[src/hdl/ctc_pkg.sv]
// ctc_pkg: token type codes, character constants and result record
// for the character token classifier; no dependencies
`timescale 1ns / 1ps

package ctc_pkg;

    // open token type codes, five bits so that "no token" fits
    localparam logic [4:0] TY_TEXT    = 5'd0;
    localparam logic [4:0] TY_INT     = 5'd1;
    localparam logic [4:0] TY_FLOAT   = 5'd2;
    localparam logic [4:0] TY_LIT1    = 5'd3;
    localparam logic [4:0] TY_LIT2    = 5'd4;
    localparam logic [4:0] TY_LBRACE  = 5'd5;
    localparam logic [4:0] TY_RBRACE  = 5'd6;
    localparam logic [4:0] TY_LBRACK  = 5'd7;
    localparam logic [4:0] TY_RBRACK  = 5'd8;
    localparam logic [4:0] TY_LPAREN  = 5'd9;
    localparam logic [4:0] TY_RPAREN  = 5'd10;
    localparam logic [4:0] TY_COMMA   = 5'd11;
    localparam logic [4:0] TY_SEMI    = 5'd12;
    localparam logic [4:0] TY_TAB     = 5'd13;
    localparam logic [4:0] TY_SPACE   = 5'd14;
    localparam logic [4:0] TY_NEWLINE = 5'd15;
    localparam logic [4:0] TY_NONE    = 5'd16;

    // character codes
    localparam logic [7:0] CH_NUL     = 8'h00;
    localparam logic [7:0] CH_TAB     = 8'h09;
    localparam logic [7:0] CH_NL      = 8'h0A;
    localparam logic [7:0] CH_SPACE   = 8'h20;
    localparam logic [7:0] CH_DQUOTE  = 8'h22;
    localparam logic [7:0] CH_SQUOTE  = 8'h27;
    localparam logic [7:0] CH_LPAREN  = 8'h28;
    localparam logic [7:0] CH_RPAREN  = 8'h29;
    localparam logic [7:0] CH_COMMA   = 8'h2C;
    localparam logic [7:0] CH_DOT     = 8'h2E;
    localparam logic [7:0] CH_ZERO    = 8'h30;
    localparam logic [7:0] CH_NINE    = 8'h39;
    localparam logic [7:0] CH_SEMI    = 8'h3B;
    localparam logic [7:0] CH_UPPER_E = 8'h45;
    localparam logic [7:0] CH_UPPER_F = 8'h46;
    localparam logic [7:0] CH_LBRACK  = 8'h5B;
    localparam logic [7:0] CH_RBRACK  = 8'h5D;
    localparam logic [7:0] CH_LOWER_E = 8'h65;
    localparam logic [7:0] CH_LOWER_F = 8'h66;
    localparam logic [7:0] CH_LBRACE  = 8'h7B;
    localparam logic [7:0] CH_RBRACE  = 8'h7D;

    // stream widths
    localparam int IN_TDATA_W  = 16;
    localparam int OUT_TDATA_W = 16;

    // one classification result
    typedef struct packed {
        logic [7:0] char_out;
        logic       closes;
        logic       append_char;
        logic       to_float;
        logic [3:0] token_type;
        logic       start_token;
    } result_t;

endpackage

[src/hdl/char_token_classifier_top.sv]
// char_token_classifier_top: byte stream token classifier, one byte per cycle
// while the output is not stalled; depends on ctc_pkg
`timescale 1ns / 1ps

//  channel  | dir | handshake        | tdata fields (lowest bit first)
//  s_axis   | in  | s_tvalid/tready  | ch[7:0], first[8], zero pad [15:9]
//  m_axis   | out | m_tvalid/tready  | start_token, token_type[4:1], to_float,
//           |     |                  | append_char, closes, char_out[15:8]
//
// one byte per cycle sustained while the output is not stalled; a transferred
// byte passes through the input register, then the result register, to the output
// the open token type is updated as the byte leaves the input register
// reset returns to "no open token" and empties both registers
// a stalled output holds both stages; each stage frees itself when it moves on

module char_token_classifier_top
(
    input  logic        clk,
    input  logic        rst_n,
    input  logic        s_tvalid,
    output logic        s_tready,
    input  logic [15:0] s_tdata,   // ch[7:0], first[8], zero [15:9]
    output logic        m_tvalid,
    input  logic        m_tready,
    output logic [15:0] m_tdata    // start_token, token_type[4:1], to_float,
                                   // append_char, closes, char_out[15:8]
);

    logic                 in_valid_reg;
    logic [7:0]           in_ch_reg;
    logic                 in_first_reg;
    logic                 out_valid_reg;
    ctc_pkg::result_t     out_reg;
    ctc_pkg::result_t     out_next;
    logic [4:0]           open_type_reg;
    logic [4:0]           open_type_next;
    logic                 advance;

    // stage movement
    assign advance  = in_valid_reg && (!out_valid_reg || m_tready);
    assign s_tready = !in_valid_reg || advance;
    assign m_tvalid = out_valid_reg;
    assign m_tdata  = out_reg;

    // input register
    always_ff @(posedge clk or negedge rst_n)
    begin
        if (!rst_n)
        begin
            in_valid_reg <= 1'b0;
        end
        else if (s_tready)
        begin
            in_valid_reg <= s_tvalid;
        end
    end

    always_ff @(posedge clk)
    begin
        if (s_tvalid && s_tready)
        begin
            in_ch_reg    <= s_tdata[7:0];
            in_first_reg <= s_tdata[8];
        end
    end

    // classification of the registered byte against the open token
    always_comb
    begin
        logic [7:0] c;
        logic [4:0] t;
        logic [4:0] ty;
        logic [4:0] lt;
        logic       start;
        logic       tofl;
        logic       app;
        c     = in_ch_reg;
        t     = in_first_reg ? ctc_pkg::TY_NONE : open_type_reg;
        ty    = ctc_pkg::TY_TEXT;
        lt    = ctc_pkg::TY_LIT1;
        start = 1'b0;
        tofl  = 1'b0;
        app   = 1'b0;
        if (c == ctc_pkg::CH_NUL)
        begin
            // ignored byte, open type kept unless the first flag clears it
        end
        else if (c == ctc_pkg::CH_LBRACE || c == ctc_pkg::CH_RBRACE ||
                 c == ctc_pkg::CH_LBRACK || c == ctc_pkg::CH_RBRACK ||
                 c == ctc_pkg::CH_LPAREN || c == ctc_pkg::CH_RPAREN)
        begin
            case (c)
                ctc_pkg::CH_LBRACE: ty = ctc_pkg::TY_LBRACE;
                ctc_pkg::CH_RBRACE: ty = ctc_pkg::TY_RBRACE;
                ctc_pkg::CH_LBRACK: ty = ctc_pkg::TY_LBRACK;
                ctc_pkg::CH_RBRACK: ty = ctc_pkg::TY_RBRACK;
                ctc_pkg::CH_LPAREN: ty = ctc_pkg::TY_LPAREN;
                default:            ty = ctc_pkg::TY_RPAREN;
            endcase
            start = 1'b1;
            app   = 1'b1;
            t     = ctc_pkg::TY_NONE;
        end
        else if (c == ctc_pkg::CH_COMMA || c == ctc_pkg::CH_TAB || c == ctc_pkg::CH_NL)
        begin
            if (t == ctc_pkg::TY_NONE || t == ctc_pkg::TY_TEXT)
            begin
                case (c)
                    ctc_pkg::CH_COMMA: t = ctc_pkg::TY_COMMA;
                    ctc_pkg::CH_TAB:   t = ctc_pkg::TY_TAB;
                    default:           t = ctc_pkg::TY_NEWLINE;
                endcase
                start = 1'b1;
            end
            ty  = t;
            app = 1'b1;
        end
        else if (c == ctc_pkg::CH_SEMI)
        begin
            if (t == ctc_pkg::TY_NONE || t == ctc_pkg::TY_TEXT || t == ctc_pkg::TY_LIT1 ||
                t == ctc_pkg::TY_LIT2 || t == ctc_pkg::TY_INT || t == ctc_pkg::TY_FLOAT)
            begin
                t     = ctc_pkg::TY_SEMI;
                start = 1'b1;
            end
            ty  = t;
            app = 1'b1;
        end
        else if (c == ctc_pkg::CH_SPACE)
        begin
            if (t == ctc_pkg::TY_NONE || t == ctc_pkg::TY_TEXT || t == ctc_pkg::TY_INT)
            begin
                t     = ctc_pkg::TY_SPACE;
                start = 1'b1;
            end
            ty  = t;
            app = 1'b1;
        end
        else if (c == ctc_pkg::CH_DQUOTE || c == ctc_pkg::CH_SQUOTE)
        begin
            // quotes toggle a literal of their own kind, never stored
            lt = (c == ctc_pkg::CH_DQUOTE) ? ctc_pkg::TY_LIT2 : ctc_pkg::TY_LIT1;
            ty = lt;
            if (t == lt)
            begin
                t = ctc_pkg::TY_NONE;
            end
            else
            begin
                t     = lt;
                start = 1'b1;
            end
        end
        else if (c >= ctc_pkg::CH_ZERO && c <= ctc_pkg::CH_NINE)
        begin
            if (!(t == ctc_pkg::TY_TEXT || t == ctc_pkg::TY_LIT1 || t == ctc_pkg::TY_LIT2 ||
                  t == ctc_pkg::TY_FLOAT || t == ctc_pkg::TY_INT))
            begin
                t     = ctc_pkg::TY_INT;
                start = 1'b1;
            end
            ty  = t;
            app = 1'b1;
        end
        else if (t == ctc_pkg::TY_INT &&
                 (c == ctc_pkg::CH_LOWER_E || c == ctc_pkg::CH_UPPER_E ||
                  c == ctc_pkg::CH_LOWER_F || c == ctc_pkg::CH_UPPER_F ||
                  c == ctc_pkg::CH_DOT))
        begin
            // integer becomes float; an f suffix also ends it
            tofl = 1'b1;
            app  = 1'b1;
            ty   = ctc_pkg::TY_FLOAT;
            t    = (c == ctc_pkg::CH_LOWER_F || c == ctc_pkg::CH_UPPER_F) ?
                   ctc_pkg::TY_NONE : ctc_pkg::TY_FLOAT;
        end
        else
        begin
            if (!(t == ctc_pkg::TY_TEXT || t == ctc_pkg::TY_LIT1 || t == ctc_pkg::TY_LIT2 ||
                  t == ctc_pkg::TY_FLOAT))
            begin
                t     = ctc_pkg::TY_TEXT;
                start = 1'b1;
            end
            ty  = t;
            app = 1'b1;
        end
        open_type_next       = t;
        out_next.start_token = start;
        out_next.token_type  = ty[3:0];
        out_next.to_float    = tofl;
        out_next.append_char = app;
        out_next.closes      = (c != ctc_pkg::CH_NUL) && (t == ctc_pkg::TY_NONE);
        out_next.char_out    = c;
    end

    // open token state and output valid
    always_ff @(posedge clk or negedge rst_n)
    begin
        if (!rst_n)
        begin
            open_type_reg <= ctc_pkg::TY_NONE;
            out_valid_reg <= 1'b0;
        end
        else
        begin
            if (advance)
            begin
                open_type_reg <= open_type_next;
            end
            if (advance)
            begin
                out_valid_reg <= 1'b1;
            end
            else if (m_tready)
            begin
                out_valid_reg <= 1'b0;
            end
        end
    end

    // result register
    always_ff @(posedge clk)
    begin
        if (advance)
        begin
            out_reg <= out_next;
        end
    end

    // a non-null byte reports closed exactly when no token remains open
    a_closes_state: assert property (@(posedge clk) disable iff (!rst_n)
        (advance && in_ch_reg != ctc_pkg::CH_NUL) |=>
        (out_reg.closes == (open_type_reg == ctc_pkg::TY_NONE)))
        else $error("closes flag disagrees with open token state");

    // a retype to float always reports float and appends
    a_float_retype: assert property (@(posedge clk) disable iff (!rst_n)
        (out_valid_reg && out_reg.to_float) |->
        (out_reg.token_type == ctc_pkg::TY_FLOAT[3:0] && out_reg.append_char))
        else $error("float retype without float type or append");

    // bracket tokens are never left open
    a_no_open_bracket: assert property (@(posedge clk) disable iff (!rst_n)
        !(open_type_reg == ctc_pkg::TY_LBRACE || open_type_reg == ctc_pkg::TY_RBRACE ||
          open_type_reg == ctc_pkg::TY_LBRACK || open_type_reg == ctc_pkg::TY_RBRACK ||
          open_type_reg == ctc_pkg::TY_LPAREN || open_type_reg == ctc_pkg::TY_RPAREN))
        else $error("bracket token left open");

    // a byte leaving the input stage always lands in the result register
    a_advance_lands: assert property (@(posedge clk) disable iff (!rst_n)
        advance |=> (out_valid_reg && out_reg.char_out == $past(in_ch_reg)))
        else $error("advanced byte not in result register");

endmodule

[config.mk]
export PLATFORM = sky130hd
export DESIGN_NAME = char_token_classifier_top
export DESIGN_NICKNAME = d
export VERILOG_FILES = /design/src/hdl/ctc_pkg.sv /design/src/hdl/char_token_classifier_top.sv
export SDC_FILE = /design/constraint.sdc
export NUM_CORES = 1
export LEC_CHECK = 0
export BUFFER_PORTS_ARGS = -buffer_cell sky130_fd_sc_hd__buf_2
export CAP_MARGIN = 15
export CORE_MARGIN = 1.5
export CORE_UTILIZATION = 30
export CTS_BUF_LIST = sky130_fd_sc_hd__clkbuf_4
export DETAILED_ROUTE_END_ITERATION = 12
export PLACE_DENSITY = 0.51
export RECOVER_POWER = 100
export SKIP_LAST_GASP = 1
export SLEW_MARGIN = 40
export SYNTH_ARGS = -nofsm -noshare
export SYNTH_HDL_FRONTEND = slang
export SYNTH_SLANG_ARGS = --single-unit
[constraint.sdc]
create_clock -name clk -period 2.64 [get_ports clk]
set_clock_uncertainty 0.2 [all_clocks]
set_input_delay 0.528 -clock clk [delete_from_list [all_inputs] [get_ports clk]]
set_output_delay 0.528 -clock clk [all_outputs]
set_load 0.03 [all_outputs]
---- After elaboration in Yosys (flattened, before gate mapping) ----
Index checks and enable logic that the tools add are counted.
storage, ports and cells
  bits of input ports ..................... 20
  output and inout port bits .............. 18
  register bits after elaboration ......... 32
operators by class
  reductions and logical operators ........ 37
  $lt $le $gt $ge ......................... 2
  equal/unequal tests ..................... 25
  mux-type cells .......................... 47
operator list
  operator                                                                           number
  5-bit 2-to-1 mux                                                                   16
  8-bit by 6-bit equality test with 1-bit output (second input constant)             8
  8-bit by 7-bit equality test with 1-bit output (second input constant)             8
  4-bit 2-to-1 mux                                                                   7
  1-bit logical OR                                                                   25
  1-bit 2-to-1 mux                                                                   21
  4-bit one-hot mux with 5 select lines                                              1
  8-bit by 4-bit equality test with 1-bit output (second input constant)             2
  5-bit by 2-bit equality test with 1-bit output (second input constant)             2
  5-bit equality test (second input constant)                                        2
  8-bit by 6-bit >= comparator with 1-bit output (second input constant)             1
  8-bit by 6-bit less-or-equal comparator with 1-bit output (second input constant)  1
  8-bit zero test                                                                    1
  8-bit nonzero test                                                                 1
  7-bit OR reduction                                                                 1
  3-bit one-hot mux with 2 select lines                                              1
  5-bit by 1-bit equality test with 1-bit output (second input constant)             1
  5-bit by 3-bit equality test with 1-bit output                                     1
  5-bit by 3-bit equality test with 1-bit output (second input constant)             1
  1-bit logical AND                                                                  5
  5-bit zero test                                                                    1
  3-bit 2-to-1 mux                                                                   1
  1-bit zero test                                                                    2
  2-bit nonzero test                                                                 1

---- Longest topological paths before layout ----
  word-level depth ........................ 16
  depth in mapped cells ................... 8
  depth with buffers taken out ............ 7

---- Worst setup path before layout ----
OpenSTA, ideal clock, no wires.
  kind .................................... reg2reg
  start point ............................. reg in_ch_reg[4]
  end point ............................... reg out_reg (netlist bit m_tdata[7]), data pin
  period minus slack after synthesis ...... 2308 ps
  cell stages (with the launch flop) ...... 9
  buffers on the path ..................... 2
  setup slack ............................. 332 ps
  data arrival time ....................... 1938 ps
  setup time .............................. 170 ps
  path through ............................ edfxtp_1 -> buf_6 -> or3_1 -> or2_1 -> buf_6 -> o21a_2 -> a21oi_2 -> o221ai_2 -> nor4_2
RTL lines
  element                   line                              text
  start: declaration        char_token_classifier_top.sv:30   logic [7:0] in_ch_reg;
  start signal: assignment  char_token_classifier_top.sv:62   in_ch_reg <= s_tdata[7:0];
  end signal: assignment    char_token_classifier_top.sv:227  out_reg <= out_next;
  end: declaration          char_token_classifier_top.sv:33   ctc_pkg::result_t out_reg;

==> impl_summary.log <==
[metrics] startpoint of the worst register-to-register path: in_ch_reg[4]
[metrics] maximum root-to-sink buffer count: 2
[metrics] number of global-route vias before repair: just over 2,000
[metrics] total of buffers placed on input and output ports: 30
[metrics] startpoint of the tightest hold check path: s_tdata[8]
[metrics] count of cell types in the netlist: 65
[metrics] worst setup path startpoint: in_ch_reg[4]
[metrics] worst flop-to-flop path endpoint: m_tdata[7]
[metrics] CP Capture Type: register
[metrics] total negative slack for setup checks: 0 ns
[metrics] number of search-and-repair iterations in the first detailed-routing pass: 4
[metrics] area added between synthesis and finish: 23.74%
[metrics] number of enable flip-flop cells after synthesis: 25
[metrics] count of standard-cell rows: 31
[metrics] remaining number of nets flagged by the antenna check after routing: 0
[metrics] depth of the worst register-to-register path: 6
[metrics] Place WS: 0.07203 ns
[metrics] share of synthesized area occupied by flip-flops and latches: 0.4016
[metrics] clock tree sinks: 32
[metrics] post-route non-filler standard cell count: a little under 400
[metrics] number of placed instances with taps included: approximately 380
[metrics] RSZ-0062 raised after global routing: true
[metrics] standby leakage power: between 1 and 1.5 nW
[metrics] Synth area leader: sky130_fd_sc_hd__edfxtp_1
[metrics] final cycle utilization of the critical path: 0.9549
[metrics] via count: approximately 2,100
[metrics] proportion of register bits with asynchronous set or reset after synthesis: 0.2188
[metrics] vias per cell: approximately 5.4
[metrics] largest net degree at the start of global routing: 22
[metrics] remaining global-route overflow: 0
[metrics] initial drt markers: about 150
[metrics] maxcap violations: 0
[metrics] CTS tree: yes
[metrics] ys flop type: sky130_fd_sc_hd__edfxtp_1
[metrics] shortest clock period the worst path allows after layout: 2.521 ns
[metrics] fraction of final layout cells sized beyond drive strength 1: 0.3311
[metrics] Final Slew Violations: 0
[metrics] highest net fanout along the worst path: 8
[metrics] destination of the critical timing path: m_tdata[7]
[metrics] Critical Path AT: between 2 and 3 ns
[metrics] Synth Instances: approximately 240
[metrics] area share of the largest cell type after synthesis: 0.3252
[metrics] power density over the cells: 411.3 nW/um^2
[metrics] horizontal extent of the die: roughly 90 um
[metrics] f_max: between 300 and 400 MHz
[metrics] Overall Global Routing Usage: 0.1597
[metrics] first-pass GRT wire length: between 10,000 and 15,000 um
[metrics] HPWL reported at the end of detailed placement: a little under 5000 um
[metrics] Seq cells post-synth: 32
[metrics] status: finished clean
[metrics] post-synthesis average cell area: a little under 10 um^2
[metrics] category of the critical setup timing path: reg -> reg
[metrics] type of the most critical hold path: in -> reg
[metrics] Filler Cell Count: about 760
[metrics] leading post-synthesis cells by cell area: sky130_fd_sc_hd__edfxtp_1 (33%), sky130_fd_sc_hd__dfrtp_1 (6.5%), sky130_fd_sc_hd__nor2_1 (2.9%)
[metrics] worst max-slew margin expressed relative to the limit: 0.6935
[metrics] Power, Total: 1.175 mW
[metrics] flop-to-flop setup slack: roughly 0.12 ns
[metrics] number of antenna violations at the first check in global routing: 0
[metrics] clock transition at the register clock pins on the worst setup and hold paths after CTS: about 0.11 ns
[metrics] worst setup margin: approximately 0.12 ns
[metrics] area enclosed by the die boundary: ~8200 um^2
[metrics] floorplan core area: approximately 7300 um^2
[metrics] chip height: 90.72 um
[metrics] number of I/O pins: 38
[metrics] max reg flops: 16
[metrics] required time at the endpoint of the critical path: about 2.6 ns
[metrics] peak ir drop on the vdd network: 163.2 uV
[metrics] CTS H-tree depth: 2
[metrics] Net count, final: 315
[metrics] clock latency reported for the late side of the worst-skew pair: roughly 0.35 ns
[metrics] CTS Buf Count: 5
[metrics] final routed DRC violation total: 0
[metrics] routability congestion estimate from global placement: 0.9037
[metrics] root cell of the clock tree: sky130_fd_sc_hd__clkbuf_4
[metrics] critical path startpoint category: register
[metrics] final-report hold violation count: 0
[metrics] worst hold path depth: 1
[metrics] setup-violating endpoint count in the final report: 0
[metrics] Routed WL: 6400 um
[metrics] Slew @ Worst Pin: 0.4481 ns
[metrics] initial cell density of the core: 0.3149
[metrics] Synth Net Count: about 260
[metrics] warnings from Yosys: 0
[metrics] area of the mapped netlist: about 2300 um^2
[metrics] average wire per standard cell: 16.20 um
[metrics] Antenna diodes: 0
==> placed cells by master (no fill, tap or decap), drive strengths merged, types with 5 or more instances in the layout <==
master and count:
nor2 18, inv 8, clkbuf 7, nor2b 9, o21ai 10, nand2b 8, nand3 9, buf 64
nand2 15, nor3 9, dfrtp 6, edfxtp 25, a21oi 13, o211ai 5, nand4 10, or3 5
==> power by group <==
group	switching, mW	internal [mW]	leakage [nW]
Sequential	0.0317	0.587	0.323
Clock	0.183	0.0976	0.0324
Combinational	0.168	0.107	0.743
==> cells by family after synthesis <==
group | share of synthesized area
and+or+nand+nor | 0.2916
AOI/OAI and AO/OA | 0.2228
DFF | 0.4016
buffers and inverters | 0.05800
muxes | 0.01843
xor gates and xnor gates | 0.007589
==> worst min path at each step <==
stage                       endpoint  slack [ns]
global route            in_ch_reg[0]        0.12
detailed placement          m_tvalid        0.17
finish                  in_first_reg        0.15
global placement    open_type_reg[2]        0.17
floorplan               in_valid_reg        0.03
CTS                     in_ch_reg[1]        0.14
==> critical path, stage by stage (launching register included) <==
cell and delay, ns:
sky130_fd_sc_hd__edfxtp_1 0.53, sky130_fd_sc_hd__or4b_4 0.62, sky130_fd_sc_hd__nor3_1 0.27, sky130_fd_sc_hd__nand4_1 0.17, sky130_fd_sc_hd__nand3_1 0.17, sky130_fd_sc_hd__o221ai_2 0.13, sky130_fd_sc_hd__nor4_2 0.26
==> synthesized netlist by cell type, drive strengths merged, types with 6 or more instances <==
cell type / instances
a21oi: 13
buf: 15
dfrtp: 6
edfxtp: 25
inv: 8
nand2: 15
nand2b: 8
nand3: 9
nand4: 10
nor2: 18
nor2b: 9
nor3: 9
o21ai: 10
==> area by class of cell <==
type,count,area [um^2],area share
multi-input combinational,181,1282,0.4490
sequential,32,929.6,0.3254
timing repair buffer,67,439.2,0.1537
tap,99,123.9,0.04336
clock buffer,5,37.54,0.01314
inverter,8,30.03,0.01051
clock inverter,3,13.76,0.004818
==> per-stage QoR <==
step           area (um^2)  utilization  hold WS (ns)
2_1_floorplan         2308            -       0.03241
3_3_place_gp          2731       0.3726        0.1661
3_5_place_dp          2731       0.3726        0.1740
4_1_cts               2793       0.3810        0.1357
5_1_grt               2856       0.3897        0.1224
6_report              2856       0.3897        0.1464
==> layer usage <==
metal,routed length [um],global-route usage,share of wire,vias to the layer above
li1,-,-,-,1040
met1,3021,0.2097,0.47,1004
met2,2912,0.2513,0.46,59
met3,260,0.02694,0.041,18
met4,205,0.08069,0.032,0
met5,0,0,0,-
==> timing repair <==
| action | 4_1_cts | 5_1_grt |
|---|---|---|
| resized for setup | 0 | 7 |
| setup endpoints to repair | 0 | 4 |
| setup buffers | 0 | 4 |
| hold buffers | 1 | 0 |
| endpoints found under the hold margin | 6 | 0 |
Power figures use the tool's default switching activity.
